[src/design/assert_macros.svh]
// assertion macros of the leg contact event detector, included by lced_leg
// no dependencies; every macro checks on the rising clock edge with reset masked
`ifndef ASSERT_MACROS_SVH
`define ASSERT_MACROS_SVH

// boolean that must hold at every clock edge outside reset
`define LCED_ASSERT_ALWAYS(label, clk, rst, expr) \
   label: assert property (@(posedge clk) disable iff (rst) (expr)) \
      else $error("invariant violated");

// antecedent in this cycle requires consequent in the same cycle
`define LCED_ASSERT_SAME(label, clk, rst, ante, cons) \
   label: assert property (@(posedge clk) disable iff (rst) (ante) |-> (cons)) \
      else $error("same-cycle implication violated");

// antecedent in this cycle requires consequent in the next cycle
`define LCED_ASSERT_NEXT(label, clk, rst, ante, cons) \
   label: assert property (@(posedge clk) disable iff (rst) (ante) |=> (cons)) \
      else $error("next-cycle implication violated");

`endif

[src/design/lced_pkg.sv]
// types and constants of the leg contact event detector
// no dependencies; used by lced_in_stage, lced_leg and the top level
package lced_pkg;

   // fixed field widths of the request and response words, and the tick counter width
   localparam int TIME_FIELD_W = 32;
   localparam int OUT_LEGS     = 4;
   localparam int TICKS_W      = 8;

   // configuration port
   localparam int CSR_DATA_W  = 8;
   localparam int CSR_INDEX_W = 1;

   localparam logic [CSR_INDEX_W-1:0] CSR_IDX_SUSTAIN_THRESHOLD = 1'b0;
   localparam logic [CSR_INDEX_W-1:0] CSR_IDX_SPLICE_ENABLE     = 1'b1;

   localparam logic [TICKS_W-1:0] THRESHOLD_RESET    = 8'd5;
   localparam logic               SPLICE_ENABLE_RESET = 1'b1;
   localparam logic [TICKS_W-1:0] TICKS_MAX          = 8'hFF;

   // one control tick
   typedef struct packed {
      logic [TIME_FIELD_W-1:0] time_us;
      logic [OUT_LEGS-1:0]     measured_contact;
      logic [OUT_LEGS-1:0]     scheduled_contact;
      logic [OUT_LEGS-1:0]     in_window;
   } req_word_type;

   // one result per tick
   typedef struct packed {
      logic [OUT_LEGS-1:0]     first_contact_mask;
      logic [OUT_LEGS-1:0]     splice_mask;
      logic [TIME_FIELD_W-1:0] event_time_leg0;
      logic [TIME_FIELD_W-1:0] event_time_leg1;
      logic [TIME_FIELD_W-1:0] event_time_leg2;
      logic [TIME_FIELD_W-1:0] event_time_leg3;
   } rsp_word_type;

   // per-leg bits of one tick
   typedef struct packed {
      logic meas;
      logic sched;
      logic win;
   } leg_bits_type;

   // per-leg event flags of one tick
   typedef struct packed {
      logic first;
      logic splice;
   } leg_flags_type;

   // settings shared by every leg
   typedef struct packed {
      logic [TICKS_W-1:0] threshold;
      logic               splice_en;
   } leg_cfg_type;

endpackage

[src/design/lced_in_stage.sv]
// input register of the leg contact event detector
// depends on lced_pkg for the request word type
module lced_in_stage (
   input  logic                 clock,
   input  logic                 reset,
   input  logic                 req_valid,
   output logic                 req_ready,
   input  lced_pkg::req_word_type req_word,
   input  logic                 advance,
   output logic                 held_valid,
   output lced_pkg::req_word_type held_word
);
   import lced_pkg::*;

   logic         valid_ff;
   logic         valid_in;
   req_word_type word_ff;
   logic         take;

   // free when empty or when the held word moves on this cycle
   assign req_ready = !valid_ff || advance;
   assign take      = req_valid && req_ready;

   assign valid_in = take ? 1'b1 : (advance ? 1'b0 : valid_ff);

   always_ff @(posedge clock) begin
      if (reset) begin
         valid_ff <= 1'b0;
      end else begin
         valid_ff <= valid_in;
      end
   end

   // payload register
   always_ff @(posedge clock) begin
      if (take) begin
         word_ff <= req_word;
      end
   end

   assign held_valid = valid_ff;
   assign held_word  = word_ff;

endmodule

[src/design/lced_leg.sv]
// per-leg contact state and event logic
// depends on lced_pkg and assert_macros.svh
`include "assert_macros.svh"

module lced_leg #(
   parameter int CAP_W = 32
) (
   input  logic                      clock,
   input  logic                      reset,
   input  logic                      advance,
   input  lced_pkg::leg_cfg_type     cfg,
   input  lced_pkg::leg_bits_type    bits,
   input  logic [CAP_W-1:0]          time_now,
   output lced_pkg::leg_flags_type   flags,
   output logic [CAP_W-1:0]          splice_time
);
   import lced_pkg::*;

   logic               prev_ff, prev_in;
   logic               logged_ff, logged_in;
   logic               req_ff, req_in;
   logic [TICKS_W-1:0] ticks_ff, ticks_in;
   logic [CAP_W-1:0]   cap_ff, cap_in;

   logic               liftoff;
   logic               robust;
   logic               logged_base;
   logic               req_base;
   logic [TICKS_W-1:0] ticks_base;
   logic [CAP_W-1:0]   cap_base;
   logic               first;
   logic               splice;

   // scheduled stance-to-swing edge clears the window state
   assign liftoff     = prev_ff && !bits.sched;
   assign logged_base = liftoff ? 1'b0 : logged_ff;
   assign req_base    = liftoff ? 1'b0 : req_ff;
   assign ticks_base  = liftoff ? '0 : ticks_ff;
   assign cap_base    = liftoff ? '0 : cap_ff;

   // measured contact during scheduled swing inside the window
   assign robust = bits.win && bits.meas && !bits.sched;

   // saturating run counter, time of the first tick of the run
   always_comb begin
      if (!robust) begin
         ticks_in = '0;
      end else if (ticks_base == TICKS_MAX) begin
         ticks_in = TICKS_MAX;
      end else begin
         ticks_in = ticks_base + 1'b1;
      end
   end

   assign cap_in = (robust && (ticks_base == '0)) ? time_now : cap_base;

   // one-shot flags per window
   assign first     = robust && !logged_base;
   assign logged_in = logged_base || robust;
   assign splice    = robust && (ticks_in >= cfg.threshold) && !req_base && cfg.splice_en;
   assign req_in    = req_base || splice;
   assign prev_in   = bits.sched;

   // state update once per tick
   always_ff @(posedge clock) begin
      if (reset) begin
         prev_ff   <= 1'b0;
         logged_ff <= 1'b0;
         req_ff    <= 1'b0;
         ticks_ff  <= '0;
         cap_ff    <= '0;
      end else if (advance) begin
         prev_ff   <= prev_in;
         logged_ff <= logged_in;
         req_ff    <= req_in;
         ticks_ff  <= ticks_in;
         cap_ff    <= cap_in;
      end
   end

   assign flags.first  = first;
   assign flags.splice = splice;
   assign splice_time  = splice ? cap_in : '0;

   // a running count always means the window already logged its first contact
   `LCED_ASSERT_ALWAYS(a_ticks_logged, clock, reset, (ticks_ff == '0) || logged_ff)
   // a splice only comes out of a live run
   `LCED_ASSERT_SAME(a_splice_run, clock, reset, advance && splice, ticks_in != '0)
   // an issued splice latches until the next liftoff
   `LCED_ASSERT_NEXT(a_splice_latch, clock, reset, advance && splice, req_ff)

endmodule

[src/design/leg_contact_event_detector.sv]
// Leg contact event detector, top level.
// A word taken into the input register moves on to the result register when that is free.
// Throughput: one word per cycle while the result register is free or being taken, through
// the per-leg state update between the input register and the result register.
// Reset (synchronous, active high) clears all leg state, empties both registers
// and loads the threshold with 5 and splice enable with 1.
module leg_contact_event_detector #(
   parameter int NUM_LEGS   = 4,
   parameter int TIME_WIDTH = 32
) (
   input  logic                                  clock,
   input  logic                                  reset,
   input  logic                                  req_valid,
   output logic                                  req_ready,
   input  lced_pkg::req_word_type                req_word,
   output logic                                  rsp_valid,
   input  logic                                  rsp_ready,
   output lced_pkg::rsp_word_type                rsp_word,
   input  logic                                  csr_write_enable,
   input  logic [lced_pkg::CSR_INDEX_W-1:0]      csr_index,
   input  logic [lced_pkg::CSR_DATA_W-1:0]       csr_write_data
);
   import lced_pkg::*;

   localparam int ACT_LEGS = (NUM_LEGS < OUT_LEGS) ? NUM_LEGS : OUT_LEGS;
   localparam int CAP_W    = (TIME_WIDTH < TIME_FIELD_W) ? TIME_WIDTH : TIME_FIELD_W;

   logic [TICKS_W-1:0] thr_ff, thr_in;
   logic               en_ff, en_in;
   leg_cfg_type        cfg;

   logic               held_valid;
   req_word_type       held_word;
   logic               advance;

   logic                         rsp_valid_ff, rsp_valid_in;
   rsp_word_type                 rsp_word_ff, rsp_word_in;
   logic [OUT_LEGS-1:0]          first_mask;
   logic [OUT_LEGS-1:0]          splice_mask;
   logic [OUT_LEGS-1:0][TIME_FIELD_W-1:0] ev_time;

   // configuration registers
   always_comb begin
      thr_in = thr_ff;
      en_in  = en_ff;
      if (csr_write_enable) begin
         unique case (csr_index)
            CSR_IDX_SUSTAIN_THRESHOLD: thr_in = csr_write_data;
            CSR_IDX_SPLICE_ENABLE:     en_in  = csr_write_data[0];
            default: ;
         endcase
      end
   end

   always_ff @(posedge clock) begin
      if (reset) begin
         thr_ff <= THRESHOLD_RESET;
         en_ff  <= SPLICE_ENABLE_RESET;
      end else begin
         thr_ff <= thr_in;
         en_ff  <= en_in;
      end
   end

   assign cfg.threshold = thr_ff;
   assign cfg.splice_en = en_ff;

   // the held word moves into the result register when that is free
   assign advance = held_valid && (!rsp_valid_ff || rsp_ready);

   lced_in_stage u_in_stage (
      .clock      (clock),
      .reset      (reset),
      .req_valid  (req_valid),
      .req_ready  (req_ready),
      .req_word   (req_word),
      .advance    (advance),
      .held_valid (held_valid),
      .held_word  (held_word)
   );

   // one cell per leg that has input bits
   for (genvar i = 0; i < OUT_LEGS; i++) begin : g_leg
      if (i < ACT_LEGS) begin : g_on
         leg_bits_type     bits;
         leg_flags_type    flags;
         logic [CAP_W-1:0] ev;

         assign bits.meas  = held_word.measured_contact[i];
         assign bits.sched = held_word.scheduled_contact[i];
         assign bits.win   = held_word.in_window[i];

         lced_leg #(
            .CAP_W (CAP_W)
         ) u_leg (
            .clock       (clock),
            .reset       (reset),
            .advance     (advance),
            .cfg         (cfg),
            .bits        (bits),
            .time_now    (held_word.time_us[CAP_W-1:0]),
            .flags       (flags),
            .splice_time (ev)
         );

         assign first_mask[i]  = flags.first;
         assign splice_mask[i] = flags.splice;
         assign ev_time[i]     = TIME_FIELD_W'(ev);
      end else begin : g_off
         assign first_mask[i]  = 1'b0;
         assign splice_mask[i] = 1'b0;
         assign ev_time[i]     = '0;
      end
   end

   // result word assembly
   always_comb begin
      rsp_word_in.first_contact_mask = first_mask;
      rsp_word_in.splice_mask        = splice_mask;
      rsp_word_in.event_time_leg0    = ev_time[0];
      rsp_word_in.event_time_leg1    = ev_time[1];
      rsp_word_in.event_time_leg2    = ev_time[2];
      rsp_word_in.event_time_leg3    = ev_time[3];
   end

   // result register
   assign rsp_valid_in = advance ? 1'b1 : (rsp_ready ? 1'b0 : rsp_valid_ff);

   always_ff @(posedge clock) begin
      if (reset) begin
         rsp_valid_ff <= 1'b0;
      end else begin
         rsp_valid_ff <= rsp_valid_in;
      end
   end

   always_ff @(posedge clock) begin
      if (advance) begin
         rsp_word_ff <= rsp_word_in;
      end
   end

   assign rsp_valid = rsp_valid_ff;
   assign rsp_word  = rsp_word_ff;

endmodule
[config.mk]
export PLATFORM = sky130hd
export DESIGN_NAME = leg_contact_event_detector
export DESIGN_NICKNAME = d
export VERILOG_FILES = /design/src/design/lced_pkg.sv /design/src/design/lced_in_stage.sv /design/src/design/lced_leg.sv /design/src/design/leg_contact_event_detector.sv
export VERILOG_INCLUDE_DIRS = /design/src /design/src/design
export SDC_FILE = /design/constraint.sdc
export NUM_CORES = 1
export LEC_CHECK = 0
export ABC_AREA = 1
export BUFFER_PORTS_ARGS = -buffer_cell sky130_fd_sc_hd__buf_2
export CORE_ASPECT_RATIO = 0.6
export CORE_MARGIN = 8
export CORE_UTILIZATION = 50
export DETAILED_ROUTE_END_ITERATION = 8
export PLACE_DENSITY = 0.7
export SLEW_MARGIN = 30
export SYNTH_ARGS = -nofsm -noshare
export SYNTH_HDL_FRONTEND = slang
export SYNTH_SLANG_ARGS = --single-unit
[constraint.sdc]
create_clock -name clock -period 8.7 [get_ports clock]
set_input_delay 1.305 -clock clock [delete_from_list [all_inputs] [get_ports clock]]
set_output_delay 1.305 -clock clock [all_outputs]
set_load 0.01 [all_outputs]
==> run summary, run 1 <==
Post-synth EDFFs = 180
Most frequent cells in the layout = nand2_1 (384), inv_1 (343), a21oi_1 (325)
Synth Area in Adders = 2.87%
Final TNS setup = 0 ns
Slowest-stage cell, CP = nand2_2
TritonCTS clock tree = built
Hold_buf cts = 0
Final wirelength = 48.8 mm
Max incr delay on CP = 0.61 ns
Synth cell types = 31
Synth Area in XOR/XNOR = 0.201%
Vias in the first global route = 14600
Core area = 34700 µm²
Row count = 53
Hold Path Class = flip-flop to flip-flop
PostCTS Resize Cnt = 0
Htree depth = 2
First-pass GRT wire length = 77.1 mm
Sequential element share of the synthesized area = 51.9%
Io pins = 196
# Max-Cap Violations = 0
Pleak = 0.00896 µW
Worst setup EP type = flip-flop
Pwr Density = 200 nW/µm²
Starting Density = 50.4%
Antenna cells = 0
Largest family of logic cells by synthesized area = simple AND/OR/NAND/NOR gates
Synth warnings = 0
Syn Nets = 2274
Post-synthesis compound-gate area fraction = 15.5%
Outcome = completed
Max clock buf depth = 3
Ys async rst share = 0%
RePlAce Congestion = 0.853
Antenna Nets Post-Route = 0
Root buffer cell = clkbuf_16
Slew Limit Fails = 0
Worst vdd ir = 0.000120 V
DR vias/cell = 5.48
Worst-path cell chain = inv_2, nand2_2, nand2_1, inv_1, ha_1, nand2_1, nor2_1, nand3_1, nand3_1, nand2_1, inv_1, ha_1, a21oi_1, o21a_1, nand3_1, nand2_2, a21oi_1
Clock Skew = 0.0181 ns
Power Total = 3940 µW
Slew @ Worst Pin = 1.00 ns
Fin crit period = 3.85 ns
Hpwl dp = 30.7 mm
Post-CTS Setup Bufs = 0
#FFs+latches synth = 363
Largest net degree at the start of global routing = 179
Skew-Pair Late Insertion Delay = 0.54 ns
Mux cell area share after synthesis = 0%
Pre-CTS setup slack = 4.63 ns
Worst Setup Path Type = flip-flop to flip-flop
RSZ-0062 raised after global routing = no
Post-route clock period utilization = 44.2%
Mapped Cells = 2176
Register clock-pin slew on the reported worst setup and hold paths = 0.07 ns
Commonest non-fill, non-tap cell in the layout = nand2_1
Remaining global-route overflow = 0
Final hold vios = 0
Synth Area in Simple Gates = 18.8%
Die height = 161 µm
Nets = 2393
Share of layout cells above drive strength 1 = 12.7%
Critical path peak fanout = 33
Tot GR Track Use = 22.6%
Setup crit start kind = flip-flop
Mapped Area = 17500 µm²
Die width = 257 µm
# DRC = 0
Top Family by Delay on Critical Path = simple AND/OR/NAND/NOR gates
Clock buffer count from CTS = 36
Highest Clock Rate = 260 MHz
Avg WL per Cell = 17.5 µm
Worst EP arrival = 4.06 ns
Worst Slack Setup Final = 4.85 ns
Initial drt markers = 1680
Avg Inst Size Synth = 8.03 µm²
Number of port buffers = 195
Initial antenna violation count = 0
CP bufs+invs = 3
Final setup fails = 0
Vias = 15300
Slew Limit Headroom = 33.0%
Fill cell total of the finished layout = 3017
Final Util = 57.0%
Most used DFF post-synth = dfxtp_1
Clk sink count = 363
DR pass1 iterations = 5
Worst EP required = 8.91 ns
Die area = 41400 µm²
Area Overhead vs Synth = 13.2%
cell usage after synthesis, types with 2 or more instances:
| library cell | number | area (µm²) |
|---|---|---|
| o21ai_0 | 61 | 305 |
| inv_2 | 9 | 33.8 |
| dfxtp_1 | 183 | 3660 |
| nand4_4 | 3 | 63.8 |
| o21ai_1 | 125 | 626 |
| nand2_4 | 2 | 22.5 |
| nand3_1 | 185 | 926 |
| o21bai_1 | 6 | 45.0 |
| nand3_2 | 9 | 90.1 |
| edfxtp_1 | 180 | 5410 |
| nor2_4 | 3 | 33.8 |
| a211oi_2 | 4 | 50.1 |
| xor2_1 | 4 | 35.0 |
| ha_1 | 40 | 500 |
| nand2_1 | 386 | 1450 |
| inv_1 | 347 | 1300 |
| buf_2 | 25 | 125 |
| o21a_1 | 4 | 30.0 |
| buf_1 | 10 | 37.5 |
| clkbuf_1 | 79 | 297 |
| nand2_2 | 4 | 25.0 |
| a21oi_1 | 325 | 1630 |
| nand4_1 | 8 | 50.1 |
| nor2_1 | 157 | 589 |
| o211ai_1 | 3 | 22.5 |
| buf_4 | 9 | 67.6 |
tightest hold or removal path, stage by stage, from the launching register on:
cell	delay, ns
dfxtp_1	0.31
o21ai_0	0.06
a21oi_1	0.06
power by group:
group | leakage, µW | total [µW] | internal (µW) | switching (µW)
clock network | 0.000564 | 1570 | 893 | 672
registers | 0.00335 | 1930 | 1880 | 46.3
logic | 0.00505 | 452 | 131 | 321
through the flow:
stage	std cells	cell area, µm²	hold WS, ns
3_3_place_gp	2724	18600	0.459
5_1_grt	2790	19800	0.510
6_report	2790	19800	0.476
4_1_cts	2790	19800	0.479
3_5_place_dp	2724	18600	0.474
2_1_floorplan	2176	17500	0.450
worst paths after layout:
| path | from | cells past startpoint | slack (ns) | endpoint |
|---|---|---|---|---|
| setup / recovery | u_in_stage.held_word[7]$_DFFE_PP_ | 17 | 4.85 | rsp_word[30]$_SDFFCE_PN0P_ |
| hold / removal | g_leg[1].g_on.u_leg.logged_ff$_SDFFE_PP0P_ | 2 | 0.48 | g_leg[1].g_on.u_leg.logged_ff$_SDFFE_PP0P_ |
| setup reg to reg | u_in_stage.held_word[7]$_DFFE_PP_ | 17 | 4.85 | rsp_word[30]$_SDFFCE_PN0P_ |
| hold reg to reg | g_leg[1].g_on.u_leg.logged_ff$_SDFFE_PP0P_ | 2 | 0.48 | g_leg[1].g_on.u_leg.logged_ff$_SDFFE_PP0P_ |
cell type report:
cell class	instances	area [µm²]	share of cell area [%]
Clock inverter	11	116	0.589
Inverter	356	1350	6.81
Multi-Input combinational cell	1334	6550	33.1
Clock buffer	55	1040	5.28
Sequential cell	363	9070	45.9
Tap cell	467	584	2.96
Timing Repair Buffer	204	1060	5.37
sequential cells by signal, indices dropped and copies added, names as in the netlist:
register and flops:
g_leg.g_on.u_leg.cap_ff 128, g_leg.g_on.u_leg.ticks_ff 32, g_leg.g_on.u_leg.req_ff 4, rsp_valid 1, thr_ff 8, rsp_word 136
en_ff 1, g_leg.g_on.u_leg.logged_ff 4, g_leg.g_on.u_leg.prev_ff 4, u_in_stage.held_word 44, u_in_stage.held_valid 1
kinds of logic (layout without fill, tap and decap cells):
kind of cell / Yosys count / after routing
and+or+nand+nor: 761 / 761
adders and majority gates: 40 / 40
buffers and inverters: 479 / 626
xor gates and xnor gates: 4 / 4
DFF: 363 / 363
AOI/OAI and AO/OA: 529 / 529
routing by layer:
layer  global-route usage (%)  wire (µm)
met4                     7.25       1360
met5                        0          0
met3                     4.58       3920
met2                     36.6      22300
met1                     30.1      21200
Note: power is estimated with default switching activity, not from simulation.
==> inputs of run 2 (changes only) <==
ABC_AREA = 0   (was 1)
PLACE_DENSITY = 0.73   (was 0.7)
clock period = 3.4 ns   (was 8.7 ns; I/O delays follow)
==> run 2 against run 1 <==
Setup slack worse by 4.8 ns. Core utilization is 3.7 points higher. Clock skew is 0.0044 ns lower. Sequential share of layout area is 2.1 points higher. Sequential power grew to 2.5 times the previous value. Via count is 14% lower. Combinational power is 40% higher. Register-to-register slack worse by 4.8 ns. Routed wire length is 0.72% higher. Synthesized cell count is 32% lower.
==> run summary, run 2 <==
Outcome = completed (unchanged)
Number of port buffers = 195 (unchanged)
Io pins = 196 (unchanged)
Commonest non-fill, non-tap cell in the layout = nand2_1 (unchanged)
Ys async rst share = 0% (unchanged)
Area Overhead vs Synth = 19.7% (was 13.2%)
Setup crit start kind = flip-flop (unchanged)
Count leader, synth = nand2_1 (unchanged)
Register clock-pin slew on the reported worst setup and hold paths = 0.07 ns (about the same)
Cell taking the most area after synthesis = edfxtp_1 (unchanged)
Mapped Area = 15800 µm² (was 17500 µm²)
Hold Path Class = input pin to flip-flop (was flip-flop to flip-flop)
Final hold vios = 0 (unchanged)
Avg WL per Cell = 23.4 µm (was 17.5 µm)
Core area = 31200 µm² (was 34700 µm²)
Met1 WL = 21.3 mm (was 21.2 mm)
Sequential element share of the synthesized area = 57.4% (was 51.9%)
Die height = 154 µm (was 161 µm)
Final Util = 60.7% (was 57.0%)
CP most frequent cell = nor3_1
RePlAce Congestion = 0.921 (was 0.853)
Max FFs per register = 136 (unchanged)
Remaining global-route overflow = 0 (unchanged)
Most frequent cells in the layout = nand2_1 (205), buf_2 (195), dfxtp_1 (183) (was nand2_1 (384), inv_1 (343), a21oi_1 (325))
Post-synth top cells = nand2_1 (209), dfxtp_1 (183), edfxtp_1 (180), a21oi_1 (173), nand3_1 (143) (was nand2_1 (386), inv_1 (347), a21oi_1 (325), nand3_1 (185), dfxtp_1 (183))
Clk sink count = 363 (unchanged)
Post-synth top area share = 34.2% (was 31.0%)
Met2 WL = 21.8 mm (was 22.3 mm)
DR vias/cell = 6.23 (was 5.48)
Tot GR Track Use = 23.7% (was 22.6%)
Pleak = 0.00665 µW (was 0.00896 µW)
RSZ-0062 raised after global routing = yes (was no)
Metal3 WL = 4.96 mm (was 3.92 mm)
Htree depth = 2 (unchanged)
Die width = 245 µm (was 257 µm)
Share of layout cells above drive strength 1 = 23.8% (was 12.7%)
Nets = 1755 (was 2393)
Antenna cells = 0 (unchanged)
Clock buffer count from CTS = 35 (was 36)
Slew Limit Headroom = 45.7% (was 33.0%)
Root buffer cell = clkbuf_16 (unchanged)
Syn Nets = 1587 (was 2274)
Vias = 13100 (was 15300)
Worst EP required = 3.68 ns (was 8.91 ns)
Initial antenna violation count = 0 (unchanged)
Final setup fails = 0 (unchanged)
#FFs+latches synth = 363 (unchanged)
Pre-CTS setup slack = 0.0216 ns (was 4.63 ns)
Row count = 50 (was 53)
Pwr Density = 506 nW/µm² (was 200 nW/µm²)
Worst Setup Path Type = flip-flop to flip-flop (unchanged)
# Max-Cap Violations = 0 (unchanged)
Hpwl dp = 30.0 mm (was 30.7 mm)
CP bufs+invs = 2 (was 3)
Synth cell types = 60 (was 31)
Starting Density = 50.7% (was 50.4%)
Initial drt markers = 1691 (was 1680)
Antenna Nets Post-Route = 0 (unchanged)
Highest Clock Rate = 302 MHz (was 260 MHz)
Worst vdd ir = 0.000326 V (was 0.000120 V)
Worst EP arrival = 3.59 ns (was 4.06 ns)
Skew-Pair Late Insertion Delay = 0.53 ns (was 0.54 ns)
TritonCTS clock tree = built (unchanged)
Dominant cells by area after synthesis = edfxtp_1 (34%), dfxtp_1 (23%), a32o_1 (8.6%) (was edfxtp_1 (31%), dfxtp_1 (21%), a21oi_1 (9.3%))
Slew @ Worst Pin = 0.814 ns (was 1.00 ns)
Max incr delay on CP = 0.39 ns (was 0.61 ns)
Max clock buf depth = 3 (unchanged)
Final wirelength = 49.1 mm (was 48.8 mm)
Slew Limit Fails = 0 (unchanged)
Slowest-stage cell, CP = nor3_1 (was nand2_2)
Top Family by Delay on Critical Path = simple AND/OR/NAND/NOR gates (unchanged)
First-pass GRT wire length = 71.7 mm (was 77.1 mm)
Synth warnings = 0 (unchanged)
Largest net degree at the start of global routing = 67 (was 179)
Mapped Cells = 1489 (was 2176)
Worst Slack Setup Final = 0.0864 ns (was 4.85 ns)
DR top layer = met4 (unchanged)
Post-route clock period utilization = 97.5% (was 44.2%)
Clock Skew = 0.0138 ns (was 0.0181 ns)
Worst setup EP type = flip-flop (unchanged)
# DRC = 0 (unchanged)
Post-synth EDFFs = 180 (unchanged)
Vias in the first global route = 12400 (was 14600)
Avg Inst Size Synth = 10.6 µm² (was 8.03 µm²)
Fin crit period = 3.31 ns (was 3.85 ns)
Die area = 37700 µm² (was 41400 µm²)
DR pass1 iterations = 5 (unchanged)
Worst-path cell chain = nand2b_4, buf_6, nand4_1, nor3_1, nor2_1, nor3_1, ha_1, o211ai_1, a31oi_4, o21ai_4, clkbuf_16, a21oi_2 (was inv_2, nand2_2, nand2_1, inv_1, ha_1, nand2_1, nor2_1, nand3_1, nand3_1, nand2_1, inv_1, ha_1, a21oi_1, o21a_1, nand3_1, nand2_2, a21oi_1)
Most used DFF post-synth = dfxtp_1 (unchanged)
Critical path peak fanout = 25 (was 33)
run 2: cell count changes after synthesis, sizes merged, moves of 21 or more:
cell / change
a32o: +135
inv: -319
buf: +53
nor2: -105
a21oi: -143
nand2: -183
clkbuf: -36
nand3: -51
o21ai: -152
nor3: +21
run 2: through the flow:
| step | instances | hold WS (ns) | TNS (ns) | area [µm²] | total power [µW] |
|---|---|---|---|---|---|
| floorplan | 1489 | 0.436 | -0.574 | 15900 | 5260 |
| global placement | 2016 | 0.445 | 0 | 17200 | 5520 |
| detailed placement | 2017 | 0.451 | 0 | 17200 | 5540 |
| CTS | 2081 | 0.131 | 0 | 18400 | 9600 |
| global route | 2100 | 0.135 | -1.42 | 18900 | 9850 |
| finish | 2100 | 0.148 | 0 | 18900 | 9570 |
run 2: where the power goes:
part | leakage [µW] | switching, µW | internal (µW)
Clock | 0.000592 | 1710 | 2400
Combinational | 0.00287 | 432 | 202
Sequential | 0.00319 | 119 | 4720
Total | 0.00665 | 2260 | 7320
run 2: what timing repair did:
item,in CTS,in global routing
hold endpoints to repair,0,0
hold buffers,0,0
resized for setup,0,59
setup endpoints to repair,0,133
buffers inserted,0,10
run 2: worst paths after layout:
kind	end	cells past startpoint	startpoint	slack (ns)
worst min register to register	thr_ff[5]$_SDFFE_PP0P_	2	thr_ff[5]$_SDFFE_PP0P_	0.46
worst max-delay path	rsp_word[123]$_SDFFCE_PN0P_	12	u_in_stage.held_word[4]$_DFFE_PP_	0.09
worst max register to register	rsp_word[123]$_SDFFCE_PN0P_	12	u_in_stage.held_word[4]$_DFFE_PP_	0.09
worst min-delay path	u_in_stage.held_word[2]$_DFFE_PP_	1	req_word[2]	0.15
run 2: layout make-up:
type | count | area [µm²]
clock buffers | 48 | 1010
clock inverters | 16 | 195
fillers | 2494 | 12200
inverters | 37 | 144
multi-input cells | 950 | 6160
flip-flops and latches | 363 | 9070
well taps | 416 | 520
repair buffers | 270 | 1810
run 2: kinds of logic (layout without fill, tap and decap cells):
group | after synthesis | count (layout) | synth area share (%)
multiplexers | 1 | 1 | 0.0634
adder cells (fa/ha/maj) | 40 | 40 | 3.17
buffers and inverters | 177 | 371 | 5.74
flip-flops | 363 | 363 | 57.4
AND/OR/NAND/NOR | 478 | 479 | 13.8
XOR/XNOR | 12 | 12 | 0.665
AO/OA/AOI/OAI | 418 | 418 | 19.2
run 2: metal layers:
layer  track usage [%]  vias to the layer above
met5                 0                        -
met4              7.11                        0
met3              4.81                       77
met2              35.6                      719
met1              34.2                     6403
li1                  -                     5877
run 2: worst register-to-register path: cells and delay by family, from the launching register on:
kind	cells	cell delay, ns
flops	1	0.34
fa+ha+maj	1	0.30
simple gates	5	1.26
buf+inv	2	0.55
compound gates	4	0.61
